===== src/rtl/drl_pkg.sv =====
// Shared types, constants and helper functions of the line rasterizer.
package drl_pkg;

  localparam int unsigned ROW_BYTES_DEFAULT = 40;
  localparam int unsigned QUEUE_DEPTH_DEFAULT = 2;

  localparam logic [16:0] SLOPE_ONE = 17'd100000;
  localparam int unsigned DIV_STEPS = 17;
  localparam int unsigned DIVIDEND_W = 25;

  localparam logic [2:0] REG_GRAPHICS_BASE = 3'd0;

  typedef enum logic [1:0] {
    MODE_VERT    = 2'd0,
    MODE_HORZ    = 2'd1,
    MODE_SHALLOW = 2'd2,
    MODE_STEEP   = 2'd3
  } line_mode_t;

  typedef enum logic {
    FUNC_START = 1'b0,
    FUNC_STEP  = 1'b1
  } func_t;

  typedef enum logic {
    BK_READY,
    BK_DIVIDE
  } back_state_t;

  typedef struct packed {
    logic       is_step;
    logic [7:0] x_start;
    logic [6:0] y_start;
    logic       dir_x_neg;
    logic       dir_y_neg;
    line_mode_t mode;
    logic [7:0] major_delta;
    logic [7:0] minor_delta;
  } cmd_t;

  // Exact quotient by six for any 8-bit value, by reciprocal multiplication.
  function automatic logic [5:0] div6(input logic [7:0] v);
    logic [15:0] prod;
    prod = 16'(v) * 16'd171;
    return prod[15:10];
  endfunction

  function automatic logic [5:0] pix_mask(input logic [7:0] v);
    logic [5:0] q;
    logic [8:0] q6;
    logic [2:0] r;
    q  = div6(v);
    q6 = 9'(q) * 9'd6;
    r  = 3'(9'(v) - q6);
    return 6'b100000 >> r;
  endfunction

endpackage


===== src/rtl/drl_if.sv =====
// Valid/ready channel interfaces for command items and pixel items.
interface drl_cmd_if;
  logic       valid;
  logic       ready;
  logic       func;
  logic [7:0] x_start;
  logic [6:0] y_start;
  logic [7:0] x_end;
  logic [6:0] y_end;

  modport source(output valid, func, x_start, y_start, x_end, y_end, input ready);
  modport sink(input valid, func, x_start, y_start, x_end, y_end, output ready);
endinterface

interface drl_pix_if;
  logic        valid;
  logic        ready;
  logic [7:0]  pix_x;
  logic [6:0]  pix_y;
  logic [15:0] byte_address;
  logic [5:0]  bit_mask;
  logic        last;

  modport source(output valid, pix_x, pix_y, byte_address, bit_mask, last, input ready);
  modport sink(input valid, pix_x, pix_y, byte_address, bit_mask, last, output ready);
endinterface


===== src/rtl/drl_front.sv =====
// Front end: accepts command items and classifies the line before queueing.
module drl_front (
  drl_cmd_if.sink          cmd,
  output drl_pkg::cmd_t    q_cmd,
  input  logic             q_full,
  output logic             q_push
);

  logic [7:0] adx;
  logic [7:0] ady;
  logic       x_neg;
  logic       y_neg;

  assign x_neg = cmd.x_end < cmd.x_start;
  assign y_neg = cmd.y_end < cmd.y_start;
  assign adx   = x_neg ? 8'(cmd.x_start - cmd.x_end) : 8'(cmd.x_end - cmd.x_start);
  assign ady   = y_neg ? 8'({1'b0, cmd.y_start} - {1'b0, cmd.y_end})
                       : 8'({1'b0, cmd.y_end} - {1'b0, cmd.y_start});

  assign cmd.ready = !q_full;
  assign q_push    = cmd.valid && !q_full;

  always_comb begin
    q_cmd.is_step   = (cmd.func == drl_pkg::FUNC_STEP);
    q_cmd.x_start   = cmd.x_start;
    q_cmd.y_start   = cmd.y_start;
    q_cmd.dir_x_neg = x_neg;
    q_cmd.dir_y_neg = y_neg;
    priority if (adx == 8'd0) begin
      q_cmd.mode        = drl_pkg::MODE_VERT;
      q_cmd.major_delta = ady;
      q_cmd.minor_delta = 8'd0;
    end else if (ady == 8'd0) begin
      q_cmd.mode        = drl_pkg::MODE_HORZ;
      q_cmd.major_delta = adx;
      q_cmd.minor_delta = 8'd0;
    end else if (ady <= adx) begin
      q_cmd.mode        = drl_pkg::MODE_SHALLOW;
      q_cmd.major_delta = adx;
      q_cmd.minor_delta = ady;
    end else begin
      q_cmd.mode        = drl_pkg::MODE_STEEP;
      q_cmd.major_delta = ady;
      q_cmd.minor_delta = adx;
    end
  end

endmodule


===== src/rtl/drl_queue.sv =====
// Short command queue between the front end and the back end.
module drl_queue #(
  parameter int unsigned DEPTH = drl_pkg::QUEUE_DEPTH_DEFAULT
) (
  input  logic                  clk,
  input  logic                  rst,
  input  drl_pkg::cmd_t         wr_data,
  input  logic                  wr_en,
  output logic                  full,
  output drl_pkg::cmd_t         rd_data,
  input  logic                  rd_en,
  output logic                  empty
);

  localparam int unsigned PTR_W = (DEPTH > 1) ? $clog2(DEPTH) : 1;
  localparam int unsigned CNT_W = $clog2(DEPTH + 1);

  drl_pkg::cmd_t     entries [DEPTH];
  logic [PTR_W-1:0]  wr_ptr;
  logic [PTR_W-1:0]  rd_ptr;
  logic [CNT_W-1:0]  count;
  logic              do_wr;
  logic              do_rd;

  assign full    = (count == CNT_W'(DEPTH));
  assign empty   = (count == '0);
  assign rd_data = entries[rd_ptr];
  assign do_wr   = wr_en && !full;
  assign do_rd   = rd_en && !empty;

  always_ff @(posedge clk) begin
    if (do_wr) begin
      entries[wr_ptr] <= wr_data;
    end
  end

  always_ff @(posedge clk) begin
    if (rst) begin
      wr_ptr <= '0;
      rd_ptr <= '0;
      count  <= '0;
    end else begin
      if (do_wr) begin
        wr_ptr <= (wr_ptr == PTR_W'(DEPTH - 1)) ? '0 : PTR_W'(wr_ptr + 1'b1);
      end
      if (do_rd) begin
        rd_ptr <= (rd_ptr == PTR_W'(DEPTH - 1)) ? '0 : PTR_W'(rd_ptr + 1'b1);
      end
      if (do_wr && !do_rd) begin
        count <= CNT_W'(count + 1'b1);
      end else if (do_rd && !do_wr) begin
        count <= CNT_W'(count - 1'b1);
      end
    end
  end

endmodule


===== src/rtl/drl_back.sv =====
// Back end: slope divider, line walker and registered pixel output.
module drl_back #(
  parameter int unsigned ROW_BYTES = drl_pkg::ROW_BYTES_DEFAULT
) (
  input  logic            clk,
  input  logic            rst,
  input  logic [15:0]     graphics_base,
  input  drl_pkg::cmd_t   q_cmd,
  input  logic            q_empty,
  output logic            q_pop,
  drl_pix_if.source       pix
);

  localparam int unsigned CNT_W = $clog2(drl_pkg::DIV_STEPS);

  drl_pkg::back_state_t state;
  drl_pkg::back_state_t state_next;

  logic                 active;
  drl_pkg::line_mode_t  mode;
  logic                 dir_x_neg;
  logic                 dir_y_neg;
  logic [7:0]           cur_x;
  logic [6:0]           cur_y;
  logic [7:0]           major_count;
  logic [7:0]           major_limit;
  logic [16:0]          slope;
  logic [17:0]          accum;

  logic [7:0]           div_rem;
  logic [16:0]          div_bits;
  logic [7:0]           div_den;
  logic [CNT_W-1:0]     div_cnt;

  logic                 out_valid;
  logic                 out_free;
  logic                 load;
  logic                 emit;
  logic                 div_iter;
  logic                 div_done;
  logic                 diagonal;
  logic                 major_is_y;
  logic                 is_last;

  logic [drl_pkg::DIVIDEND_W-1:0] dividend;
  logic [8:0]           trial;
  logic                 trial_ge;
  logic [8:0]           trial_diff;
  logic [17:0]          accum_sum;
  logic                 minor_move;
  logic [15:0]          address;

  assign out_free   = !out_valid || pix.ready;
  assign diagonal   = (q_cmd.mode == drl_pkg::MODE_SHALLOW) || (q_cmd.mode == drl_pkg::MODE_STEEP);
  assign div_done   = (div_cnt == CNT_W'(drl_pkg::DIV_STEPS - 1));
  assign major_is_y = (mode == drl_pkg::MODE_VERT) || (mode == drl_pkg::MODE_STEEP);
  assign is_last    = (major_count == major_limit);

  always_comb begin
    state_next = state;
    unique case (state)
      drl_pkg::BK_READY: begin
        if (load && diagonal) begin
          state_next = drl_pkg::BK_DIVIDE;
        end
      end
      drl_pkg::BK_DIVIDE: begin
        if (div_done) begin
          state_next = drl_pkg::BK_READY;
        end
      end
      default: state_next = drl_pkg::BK_READY;
    endcase
  end

  always_comb begin
    q_pop    = 1'b0;
    div_iter = 1'b0;
    unique case (state)
      drl_pkg::BK_READY: begin
        if (!q_empty && (!q_cmd.is_step || out_free)) begin
          q_pop = 1'b1;
        end
      end
      drl_pkg::BK_DIVIDE: begin
        div_iter = 1'b1;
      end
      default: begin
        q_pop    = 1'b0;
        div_iter = 1'b0;
      end
    endcase
  end

  assign load = q_pop && !q_cmd.is_step;
  assign emit = q_pop && q_cmd.is_step && active;

  assign dividend   = drl_pkg::DIVIDEND_W'(q_cmd.minor_delta)
                    * drl_pkg::DIVIDEND_W'(drl_pkg::SLOPE_ONE);
  assign trial      = {div_rem, div_bits[16]};
  assign trial_ge   = trial >= {1'b0, div_den};
  assign trial_diff = trial - {1'b0, div_den};

  assign accum_sum  = accum + 18'(slope);
  assign minor_move = (mode == drl_pkg::MODE_SHALLOW || mode == drl_pkg::MODE_STEEP)
                    && (accum_sum >= 18'(drl_pkg::SLOPE_ONE));

  assign address = 16'(graphics_base + 16'(drl_pkg::div6(cur_x))
                 + 16'(cur_y) * 16'(ROW_BYTES));

  always_ff @(posedge clk) begin
    if (rst) begin
      state       <= drl_pkg::BK_READY;
      active      <= 1'b0;
      out_valid   <= 1'b0;
      mode        <= drl_pkg::MODE_VERT;
      major_count <= '0;
      major_limit <= '0;
      slope       <= '0;
      accum       <= '0;
      div_cnt     <= '0;
    end else begin
      state <= state_next;
      if (emit) begin
        out_valid <= 1'b1;
      end else if (pix.ready) begin
        out_valid <= 1'b0;
      end

      if (load) begin
        active      <= 1'b1;
        mode        <= q_cmd.mode;
        major_limit <= q_cmd.major_delta;
        major_count <= '0;
        slope       <= '0;
        accum       <= '0;
        div_cnt     <= '0;
      end else if (div_iter) begin
        slope   <= {slope[15:0], trial_ge};
        div_cnt <= CNT_W'(div_cnt + 1'b1);
      end else if (emit) begin
        if (minor_move) begin
          accum <= 18'(accum_sum - 18'(drl_pkg::SLOPE_ONE));
        end else if (mode == drl_pkg::MODE_SHALLOW || mode == drl_pkg::MODE_STEEP) begin
          accum <= accum_sum;
        end
        if (is_last) begin
          active <= 1'b0;
        end else begin
          major_count <= 8'(major_count + 1'b1);
        end
      end
    end
  end

  always_ff @(posedge clk) begin
    if (load) begin
      cur_x     <= q_cmd.x_start;
      cur_y     <= q_cmd.y_start;
      dir_x_neg <= q_cmd.dir_x_neg;
      dir_y_neg <= q_cmd.dir_y_neg;
      div_den   <= q_cmd.major_delta;
      div_rem   <= dividend[drl_pkg::DIVIDEND_W-1:drl_pkg::DIV_STEPS];
      div_bits  <= dividend[drl_pkg::DIV_STEPS-1:0];
    end else if (div_iter) begin
      div_rem  <= trial_ge ? trial_diff[7:0] : trial[7:0];
      div_bits <= {div_bits[15:0], 1'b0};
    end else if (emit) begin
      if (major_is_y || minor_move) begin
        cur_y <= dir_y_neg ? 7'(cur_y - 1'b1) : 7'(cur_y + 1'b1);
      end
      if (!major_is_y || minor_move) begin
        cur_x <= dir_x_neg ? 8'(cur_x - 1'b1) : 8'(cur_x + 1'b1);
      end
    end
  end

  always_ff @(posedge clk) begin
    if (emit) begin
      pix.pix_x        <= cur_x;
      pix.pix_y        <= cur_y;
      pix.byte_address <= address;
      pix.bit_mask     <= drl_pkg::pix_mask(cur_x);
      pix.last         <= is_last;
    end
  end

  assign pix.valid = out_valid;

endmodule


===== src/rtl/dda_line_pixel_rasterizer_unit.sv =====
// Top level of the line rasterizer: configuration port, front end, queue and back end.
// A step item yields its pixel in the cycle after it leaves the queue; steps run one per
// cycle while the pixel output is not stalled. A start item for a diagonal line runs the
// one-bit-per-cycle restoring divider that forms the 17-bit slope; the queue waits meanwhile.
// Items enter the queue at one per cycle while it has room, so an item may also wait in the queue.
// Synchronous reset clears the queue, the walker and the output valid; no clearing pass.
module dda_line_pixel_rasterizer_unit #(
  parameter int unsigned ROW_BYTES   = drl_pkg::ROW_BYTES_DEFAULT,
  parameter int unsigned QUEUE_DEPTH = drl_pkg::QUEUE_DEPTH_DEFAULT
) (
  input  logic        clk,
  input  logic        rst,
  drl_cmd_if.sink     cmd,
  drl_pix_if.source   pix,
  input  logic        psel,
  input  logic        penable,
  input  logic        pwrite,
  input  logic [2:0]  paddr,
  input  logic [31:0] pwdata,
  output logic [31:0] prdata,
  output logic        pready
);

  logic [15:0]    graphics_base;
  drl_pkg::cmd_t  push_cmd;
  drl_pkg::cmd_t  head_cmd;
  logic           q_push;
  logic           q_full;
  logic           q_empty;
  logic           q_pop;

  assign pready = 1'b1;
  assign prdata = (paddr == drl_pkg::REG_GRAPHICS_BASE) ? {16'd0, graphics_base} : 32'd0;

  always_ff @(posedge clk) begin
    if (rst) begin
      graphics_base <= '0;
    end else if (psel && penable && pwrite && paddr == drl_pkg::REG_GRAPHICS_BASE) begin
      graphics_base <= pwdata[15:0];
    end
  end

  drl_front u_front (
    .cmd    (cmd),
    .q_cmd  (push_cmd),
    .q_full (q_full),
    .q_push (q_push)
  );

  drl_queue #(
    .DEPTH (QUEUE_DEPTH)
  ) u_queue (
    .clk     (clk),
    .rst     (rst),
    .wr_data (push_cmd),
    .wr_en   (q_push),
    .full    (q_full),
    .rd_data (head_cmd),
    .rd_en   (q_pop),
    .empty   (q_empty)
  );

  drl_back #(
    .ROW_BYTES (ROW_BYTES)
  ) u_back (
    .clk           (clk),
    .rst           (rst),
    .graphics_base (graphics_base),
    .q_cmd         (head_cmd),
    .q_empty       (q_empty),
    .q_pop         (q_pop),
    .pix           (pix)
  );

endmodule


===== src/flat_wrapper.sv =====
// flat-port wrapper written by rule: the top's interface ports become plain ports
module dda_line_pixel_rasterizer_unit_flat 
#(
  parameter int unsigned ROW_BYTES   = drl_pkg::ROW_BYTES_DEFAULT,
  parameter int unsigned QUEUE_DEPTH = drl_pkg::QUEUE_DEPTH_DEFAULT
)
  (clk, rst, psel, penable, pwrite, paddr, pwdata, prdata, pready, cmd_valid, cmd_func, cmd_x_start, cmd_y_start, cmd_x_end, cmd_y_end, cmd_ready, pix_valid, pix_pix_x, pix_pix_y, pix_byte_address, pix_bit_mask, pix_last, pix_ready);
  drl_cmd_if cmd_i ();
  drl_pix_if pix_i ();
  input  logic clk;
  input  logic rst;
  input  logic psel;
  input  logic penable;
  input  logic pwrite;
  input  logic [2:0] paddr;
  input  logic [31:0] pwdata;
  output logic [31:0] prdata;
  output logic pready;
  input wire logic [$bits(cmd_i.valid)-1:0] cmd_valid;
  input wire logic [$bits(cmd_i.func)-1:0] cmd_func;
  input wire logic [$bits(cmd_i.x_start)-1:0] cmd_x_start;
  input wire logic [$bits(cmd_i.y_start)-1:0] cmd_y_start;
  input wire logic [$bits(cmd_i.x_end)-1:0] cmd_x_end;
  input wire logic [$bits(cmd_i.y_end)-1:0] cmd_y_end;
  output wire logic [$bits(cmd_i.ready)-1:0] cmd_ready;
  output wire logic [$bits(pix_i.valid)-1:0] pix_valid;
  output wire logic [$bits(pix_i.pix_x)-1:0] pix_pix_x;
  output wire logic [$bits(pix_i.pix_y)-1:0] pix_pix_y;
  output wire logic [$bits(pix_i.byte_address)-1:0] pix_byte_address;
  output wire logic [$bits(pix_i.bit_mask)-1:0] pix_bit_mask;
  output wire logic [$bits(pix_i.last)-1:0] pix_last;
  input wire logic [$bits(pix_i.ready)-1:0] pix_ready;
  assign cmd_i.valid = cmd_valid;
  assign cmd_i.func = cmd_func;
  assign cmd_i.x_start = cmd_x_start;
  assign cmd_i.y_start = cmd_y_start;
  assign cmd_i.x_end = cmd_x_end;
  assign cmd_i.y_end = cmd_y_end;
  assign cmd_ready = cmd_i.ready;
  assign pix_valid = pix_i.valid;
  assign pix_pix_x = pix_i.pix_x;
  assign pix_pix_y = pix_i.pix_y;
  assign pix_byte_address = pix_i.byte_address;
  assign pix_bit_mask = pix_i.bit_mask;
  assign pix_last = pix_i.last;
  assign pix_i.ready = pix_ready;
  dda_line_pixel_rasterizer_unit #(.ROW_BYTES(ROW_BYTES), .QUEUE_DEPTH(QUEUE_DEPTH)) u_core (.clk(clk), .rst(rst), .cmd(cmd_i), .pix(pix_i), .psel(psel), .penable(penable), .pwrite(pwrite), .paddr(paddr), .pwdata(pwdata), .prdata(prdata), .pready(pready));
endmodule

===== config.mk =====
export PLATFORM = sky130hd
export DESIGN_NAME = dda_line_pixel_rasterizer_unit_flat
export DESIGN_NICKNAME = d
export VERILOG_FILES = /design/src/rtl/drl_pkg.sv /design/src/rtl/drl_if.sv /design/src/rtl/drl_front.sv /design/src/rtl/drl_queue.sv /design/src/rtl/drl_back.sv /design/src/rtl/dda_line_pixel_rasterizer_unit.sv /design/src/flat_wrapper.sv
export SDC_FILE = /design/constraint.sdc
export NUM_CORES = 1
export LEC_CHECK = 0
export ABC_AREA = 1
export BUFFER_PORTS_ARGS = -buffer_cell sky130_fd_sc_hd__buf_2
export CORE_MARGIN = 3
export CORE_UTILIZATION = 55
export DETAILED_ROUTE_END_ITERATION = 16
export PLACE_DENSITY = 0.74
export SLEW_MARGIN = 0
export SYNTH_ARGS = -nofsm -noshare
export SYNTH_HDL_FRONTEND = slang
export SYNTH_SLANG_ARGS = --single-unit

===== constraint.sdc =====
create_clock -name clk -period 7.99 [get_ports clk]
set_clock_uncertainty 0.05 [all_clocks]
set_input_delay 0.799 -clock clk [delete_from_list [all_inputs] [get_ports clk]]
set_output_delay 0.799 -clock clk [all_outputs]
set_load 0.02 [all_outputs]

==> flow_summary.yaml, run 1 <==
status:
  status: "finished clean"
clocking:
  clk_latency_ps: 540
  htree_levels: 1
  cts.clk_slew.worst_paths_ps: 60
  clock-root-buffer: "clkbuf_16"
  clk_path_buf_depth: 3
  post-cts-setup-buffers: 0
  cts_buffers: 25
  cts_hold_buf: 0
  cts_tree: "yes"
  cts.sinks: 237
  ctsResizeCount: 0
worst_setup_path:
  cp-start-kind: "flip-flop"
  cp.required_ps: 8220
  path_max_fanout: 7
  cp_common_cell: "nand2_1"
  ff2ff_setup_slack_ps: 1470
  rr_endpoint: "u_core.u_back.pix.byte_address[15]"
  slowest_stage: "fa_1"
  reg2reg_from: "u_core.u_back.cur_x[1]"
  endpoint_kind: "flip-flop"
  cpPeakStageDelay_ps: 530
  worst-setup-path-type: "reg2reg"
  path_delay_family: "adder cells"
  rr_worst_depth: 30
  worst-path-buf-inv: 3
  arrival_ps: 6750
global_routing:
  antenna_found_initial: 0
  grt_pass1_vias: 12902
  grt_max_degree: 57
  grt_usage: 0.220
  globalRoute.totalOverflow: 0
  grt_pass1_wl_um: 61200
placement:
  place_congestion: 0.893
  io_buffers: 112
  place_inst: 2492
  post-dp-hpwl_um: 27800
  pre_cts_ws_ps: 1460
synth:
  seq_area_frac_synth: 0.372
  ys_warn_count: 0
  yosys_most_used_dff: "edfxtp_1"
  syn_inst: 2035
  yosys.cell_types.count: 56
  synthesis.area_mm2: 0.0169
  synth_edf_count: 155
  syn_area_per_cell_um2: 8.31
  synth_seq_cells: 237
  synthArstFlopShare: 0
route:
  viasPerCell: 5.27
  dr.pass1.iters: 5
  wl_per_cell_um: 14.4
  drt-total-wl_um: 36500
  drt_iter0_markers: 794
  drc: 0
  vias: 13377
  ant_nets: 0
die:
  fp.dieH_um: 181
  start_util: 0.564
  fp-row-count: 63
  io_pins: 146
  dieArea_mm2: 0.0329
  die-width_um: 181
  core_mm2: 0.0300
timing:
  worst_slack_ps: 1470
  fmax_ghz: 0.153
  worstMarginPinSlew_ps: 1170
  grt_setup_unrepaired: "false"
  period_share: 0.816
  period_needed_ps: 6520
  tns_ps: 0
  hold_viol: 0
  relSlewSlack: 0.216
  holdWs_ps: 406
  drv_slew: 0
  setup_viol: 0
final_layout:
  nets: 2446
  register_area_mm2: 0.00630
  diodes: 0
  drive_gt1_frac: 0.101
  multi_input_area_mm2: 0.00913
  stdcell_count: 2538
  fillCellCount: 2615
  syn_to_final_growth_pct: 10.0
job:
  maxCapViolCount: 0
hold_path:
  hp-class: "reg2reg"
  hold_end: "u_core.u_queue.rd_ptr"
  holdCritStartpoint: "u_core.u_queue.rd_ptr"
  hold_depth: 1
[layout make-up]
type                    count  area share
clock buffers              33      0.0379
clock inverters            13     0.00955
inverters                 313      0.0634
multi-input cells        1431       0.491
flip-flops and latches    237       0.339
well taps                 390      0.0262
repair buffers            121      0.0338
[placed cells by master, fill, tap and decap left out, drive strengths merged, types with 13 or more instances in the layout]
master  instances
edfxtp        155
o21ai         114
a21o           13
o211ai         15
a21oi         153
conb           17
dfxtp          82
a31oi          15
nand3          79
ha            207
nand4          16
inv           313
clkbuf         33
buf           121
fa             37
nor2          135
nor3           16
xor2           49
xnor2          21
nand2         487
or2            14
[metrics by stage]
step | util | instance area [um2]
2_1_floorplan | - | 17000
3_3_place_gp | 0.591 | 17700
3_5_place_dp | 0.591 | 17700
4_1_cts | 0.621 | 18600
5_1_grt | 0.621 | 18600
6_report | 0.621 | 18600
[cells in the mapped netlist (14+ instances only)]
master      n  area (um2)
nor2_1    132         495
buf_4      20         150
nand2_1   474        1780
clkbuf_1   30         113
o21ai_0    94         470
nand4_1    16         100
o211ai_1   15         113
ha_1      207        2590
fa_1       37         741
nor3_1     14        70.1
o21ai_1    18        90.1
dfxtp_1    82        1640
nand3_1    78         390
a31oi_1    14        87.6
edfxtp_1  155        4650
a21oi_1   150         751
inv_1     300        1130
xor2_1     49         429
xnor2_1    21         184
[worst max-delay path by stage]
stage / start / end / slack, ps / depth (start not counted)
finish: u_core.u_back.cur_x[1] / u_core.u_back.pix.byte_address[15] / 1470 / 30
floorplan: u_core.u_back.cur_x[1] / u_core.u_back.pix.byte_address[15] / 2070 / 30
global route: u_core.u_back.cur_x[1] / u_core.u_back.pix.byte_address[15] / 960 / 30
CTS: u_core.u_back.cur_x[1] / u_core.u_back.pix.byte_address[15] / 1450 / 30
detailed placement: u_core.u_back.cur_x[1] / u_core.u_back.pix.byte_address[15] / 1460 / 30
global placement: u_core.u_back.cur_x[1] / u_core.u_back.pix.byte_address[15] / 1610 / 30
[state kept, by name, summed over array words and instances (netlist names), 2 cells and up, named ones only]
register / count
u_core.u_back.cur_y: 7
u_core.u_back.major_limit: 8
u_core.u_back.pix.byte_address: 16
u_core.u_back.slope: 17
u_core.u_back.div_den: 8
u_core.graphics_base: 16
u_core.u_queue.count: 2
u_core.u_back.pix.pix_x: 8
u_core.u_back.div_cnt: 5
u_core.u_back.major_count: 8
u_core.u_back.div_bits: 12
u_core.u_back.pix.pix_y: 7
u_core.u_back.mode: 2
u_core.u_queue.entries: 72
u_core.u_back.pix.bit_mask: 6
u_core.u_back.div_rem: 8
u_core.u_back.cur_x: 8
u_core.u_back.accum: 18
[metal layers]
| layer | up-vias | track usage | part of all wire |
|---|---|---|---|
| met1 | 6147 | 0.307 | 0.47 |
| li1 | 6843 | - | - |
| met2 | 329 | 0.368 | 0.46 |
| met4 | 0 | 0.0548 | 0.021 |
| met5 | - | 0 | 0 |
| met3 | 58 | 0.0244 | 0.050 |
[cells by family after synthesis]
kind of cell / synth area share
other: 0.000444
AND/OR/NAND/NOR: 0.190
flip-flops: 0.372
XOR/XNOR: 0.0363
buffers and inverters: 0.0928
adder cells (fa/ha/maj): 0.197
AO/OA/AOI/OAI: 0.111
Power of run 1 is not shown: default switching activity piles up to over one toggle a cycle in this logic, so the estimate is an artifact.
==> run 2, diff against run 1 <==
==> constraint.sdc (replaced) <==
create_clock -name clk -period 6.4 [get_ports clk]
set_clock_uncertainty 0.05 [all_clocks]
set_input_delay 0.64 -clock clk [delete_from_list [all_inputs] [get_ports clk]]
set_output_delay 0.64 -clock clk [all_outputs]
set_load 0.02 [all_outputs]
==> flow_summary.yaml, run 2 (same netlist as run 1, synthesis figures left out) <==
placement:
  pre_cts_ws_ps: 135
  io_buffers: 112
  post-dp-hpwl_um: 27600
  place_congestion: 0.909
worst_setup_path:
  rr_endpoint: "u_core.u_back.pix.byte_address[14]"
  slowest_stage: "fa_1"
  worst-setup-path-type: "reg2reg"
  rr_worst_depth: 30
  ff2ff_setup_slack_ps: 450
  path_max_fanout: 4
  cp_common_cell: "nand2_1"
  endpoint_kind: "flip-flop"
  crit_start: "u_core.u_back.cur_x[1]"
  arrival_ps: 6170
  reg2reg_from: "u_core.u_back.cur_x[1]"
  cp.required_ps: 6620
  cpPeakStageDelay_ps: 520
  cp-start-kind: "flip-flop"
hold_path:
  hold_depth: 1
  hp-class: "in2reg"
  holdCritStartpoint: "cmd_func"
  hold_end: "u_core.u_queue.entries[1][35]"
timing:
  tns_ps: 0
  grt_setup_unrepaired: "false"
  period_needed_ps: 5950
  period_share: 0.929
  setup_viol: 0
  worst_slack_ps: 454
  worstMarginPinSlew_ps: 1120
  fmax_ghz: 0.168
  relSlewSlack: 0.252
  drv_slew: 0
  hold_viol: 0
route:
  viasPerCell: 5.27
  vias: 13410
  dr.pass1.iters: 6
  drt-total-wl_um: 36300
  ant_nets: 0
  drt_iter0_markers: 859
  drc: 0
  wl_per_cell_um: 14.3
clocking:
  clk_latency_ps: 520
  clock-root-buffer: "clkbuf_16"
  cts_tree: "yes"
  cts.clk_slew.worst_paths_ps: 60
  htree_levels: 1
  cts_hold_buf: 0
  cts_buffers: 25
  clk_path_buf_depth: 3
  cts.sinks: 237
die:
  io_pins: 146
  fp.dieH_um: 181
  die-width_um: 181
  start_util: 0.564
  fp-row-count: 63
  dieArea_mm2: 0.0329
  core_mm2: 0.0300
final_layout:
  drive_gt1_frac: 0.107
  top_regs: "u_core.u_queue.entries (72), u_core.u_back.accum (18), u_core.u_back.slope (17)"
  layout_commonest_cell: "nand2_1"
  nets: 2454
  syn_to_final_growth_pct: 10.3
  largest_register: "u_core.u_queue.entries"
  layout_common_cells: "474 x nand2_1, 300 x inv_1, 205 x ha_1, 155 x edfxtp_1, 147 x a21oi_1"
  diodes: 0
  largest_reg_flops: 72
global_routing:
  globalRoute.totalOverflow: 0
  antenna_found_initial: 0
  grt_max_degree: 57
  grt_pass1_wl_um: 60700
  grt_pass1_vias: 12803
  grt_usage: 0.217
status:
  status: "finished clean"
job:
  maxCapViolCount: 0
## run 2: area by class of cell
class,count,area [um2]
Inverter,313,1180
Timing Repair Buffer,129,688
Clock inverter,11,130
Fill cell,2507,11300
Clock buffer,35,693
Multi-Input combinational cell,1431,9170
Tap cell,390,488
Sequential cell,237,6300
## run 2: routing by layer
layer | vias up | track usage | routed length, um
met3 | 58 | 0.0219 | 1900
met1 | 6161 | 0.307 | 16900
met2 | 339 | 0.362 | 16700
met5 | - | 0 | 0
met4 | 0 | 0.0509 | 816
li1 | 6852 | - | -
## run 2: stage by stage
step	instances	hold slack, ps	util	instance area, um2
finish	2546	278	0.622	18600
global route	2546	253	0.622	18600
global placement	2498	385	0.593	17800
floorplan	2050	375	-	17000
detailed placement	2498	401	0.593	17800
CTS	2544	255	0.620	18600
## run 2: timing repair
action,in CTS,in global routing
gates resized for setup,0,10
setup endpoints to repair,0,4
buffers inserted,0,2
endpoints found under the hold margin,0,0
## run 2: worst max-delay path by stage
stage                                    endpoint  slack [ps]  cells past startpoint
2_1_floorplan  u_core.u_back.pix.byte_address[15]         480                     30
3_3_place_gp   u_core.u_back.pix.byte_address[15]         240                     30
3_5_place_dp   u_core.u_back.pix.byte_address[15]         130                     30
4_1_cts        u_core.u_back.pix.byte_address[15]         120                     30
5_1_grt        u_core.u_back.pix.byte_address[14]           8                     30
6_report       u_core.u_back.pix.byte_address[14]         450                     30
## run 2: critical path: cells and delay by family (launching register included)
family	cells	cell delay [ps]
xor+xnor	2	330
simple gates	13	1010
fa+ha+maj	7	2890
flops	1	430
buf+inv	2	100
compound gates	6	890
Power of run 2 is left out for the same reason.
==> run 3, diff against run 2 <==
--- a/config.mk
+++ b/config.mk
@@ -8,10 +8,10 @@
 export ABC_AREA = 1
 export BUFFER_PORTS_ARGS = -buffer_cell sky130_fd_sc_hd__buf_2
 export CORE_MARGIN = 3
-export CORE_UTILIZATION = 55
+export CORE_UTILIZATION = 28
 export DETAILED_ROUTE_END_ITERATION = 16
-export PLACE_DENSITY = 0.74
-export SLEW_MARGIN = 0
+export RECOVER_POWER = 50
+export SLEW_MARGIN = 10
 export SYNTH_ARGS = -nofsm -noshare
 export SYNTH_HDL_FRONTEND = slang
 export SYNTH_SLANG_ARGS = --single-unit
==> flow_summary.yaml, run 3 (same netlist as run 1, synthesis figures left out) <==
status:
  status: "complete, but fails checks"
  violations: "max-capacitance violations, max-slew violations"
die:
  fp-row-count: 89
  core_mm2: 0.0594
  fp.dieH_um: 252
  start_util: 0.285
  io_pins: 146
  dieArea_mm2: 0.0634
  die-width_um: 252
timing:
  drv_slew: 75
  tns_ps: 0
  period_share: 0.940
  period_needed_ps: 6020
  worstMarginPinSlew_ps: 3150
  fmax_ghz: 0.166
  hold_viol: 0
  grt_setup_unrepaired: "false"
  setup_viol: 0
  relSlewSlack: -1.11
clocking:
  cts_tree: "yes"
  clk_latency_ps: 540
  cts.sinks: 237
  clk_path_buf_depth: 3
  htree_levels: 1
  clock-root-buffer: "clkbuf_16"
  cts.clk_slew.worst_paths_ps: 60
  cts_buffers: 27
worst_setup_path:
  path_max_fanout: 4
  cp_common_cell: "nand2_1"
  path_delay_family: "adder cells"
  worst-path-buf-inv: 3
  worst-setup-path-type: "reg2reg"
  slowest_stage: "fa_1"
  cp-start-kind: "flip-flop"
  arrival_ps: 6250
  cpPeakStageDelay_ps: 530
  endpoint_kind: "flip-flop"
  ff2ff_setup_slack_ps: 380
  cp.required_ps: 6630
route:
  wl_per_cell_um: 13.3
  drt-total-wl_um: 39100
  drt_iter0_markers: 714
  viasPerCell: 4.52
  ant_nets: 0
  dr.pass1.iters: 5
  drc: 0
  vias: 13244
final_layout:
  layout_common_cells: "474 x nand2_1, 300 x inv_1, 205 x ha_1, 155 x edfxtp_1, 147 x a21oi_1"
  fillCellCount: 6221
  syn_to_final_growth_pct: 13.1
  nets: 2454
  largest_reg_flops: 72
  largest_register: "u_core.u_queue.entries"
  finalInstanceArea_mm2: 0.0191
  layout_commonest_cell: "nand2_1"
  top_regs: "u_core.u_queue.entries (72), u_core.u_back.accum (18), u_core.u_back.slope (17)"
  drive_gt1_frac: 0.0700
placement:
  place_congestion: 0.838
  post-dp-hpwl_um: 30400
  io_buffers: 112
  dpl_cell_area_mm2: 0.0182
global_routing:
  grt_pass1_wl_um: 64600
  grt_usage: 0.121
  grt_pass1_vias: 13060
  globalRoute.totalOverflow: 0
  grt_max_degree: 56
  antenna_found_initial: 1
job:
  maxCapViolCount: 2
hold_path:
  hp-class: "in2reg"
run 3: worst reg2reg max path, delay by kind of cell, from the launching register on:
| family | cells | cell delay [ps] |
|---|---|---|
| fa+ha+maj | 7 | 2900 |
| compound gates | 8 | 1200 |
| simple gates | 10 | 880 |
| flops | 1 | 430 |
| xor+xnor | 2 | 170 |
| buf+inv | 3 | 130 |
run 3: what timing repair did:
action | 4_1_cts | 5_1_grt
setup endpoints to repair | 0 | 4
resized for setup | 0 | 10
hold buffers | 0 | 0
buffers inserted | 0 | 0
run 3: cell type report:
cell class,count,area (um2),area share
multi-input cells,1431,9140,0.478
well taps,773,967,0.0506
flip-flops and latches,237,6300,0.329
inverters,313,1180,0.0616
clock inverters,12,203,0.0106
diodes,1,2.50,0.000131
repair buffers,127,557,0.0291
clock buffers,37,777,0.0406
run 3: metal layers:
metal / GRT usage / up-vias / share of wire
li1: - / 6866 / -
met1: 0.164 / 6088 / 0.48
met2: 0.206 / 242 / 0.45
met3: 0.0166 / 46 / 0.046
met4: 0.0292 / 2 / 0.018
met5: 0 / - / 0.00033
run 3: path summary, 6_finish.rpt:
check                              start                                 end  cells past startpoint
hold / removal                  cmd_func       u_core.u_queue.entries[0][35]                      1
setup / recovery  u_core.u_back.cur_x[1]  u_core.u_back.pix.byte_address[15]                     30
setup reg to reg  u_core.u_back.cur_x[1]  u_core.u_back.pix.byte_address[15]                     30
hold reg to reg    u_core.u_queue.rd_ptr               u_core.u_queue.rd_ptr                      1
run 3: stage by stage:
stage	instances	hold WS, ps	utilization	setup slack (ps)
finish	2931	272	0.322	383
global route	2930	274	0.322	14.0
CTS	2930	225	0.324	63.0
detailed placement	2881	397	0.307	104
global placement	2881	386	0.307	107
floorplan	2050	375	-	475
Power of run 3 is left out for the same reason.
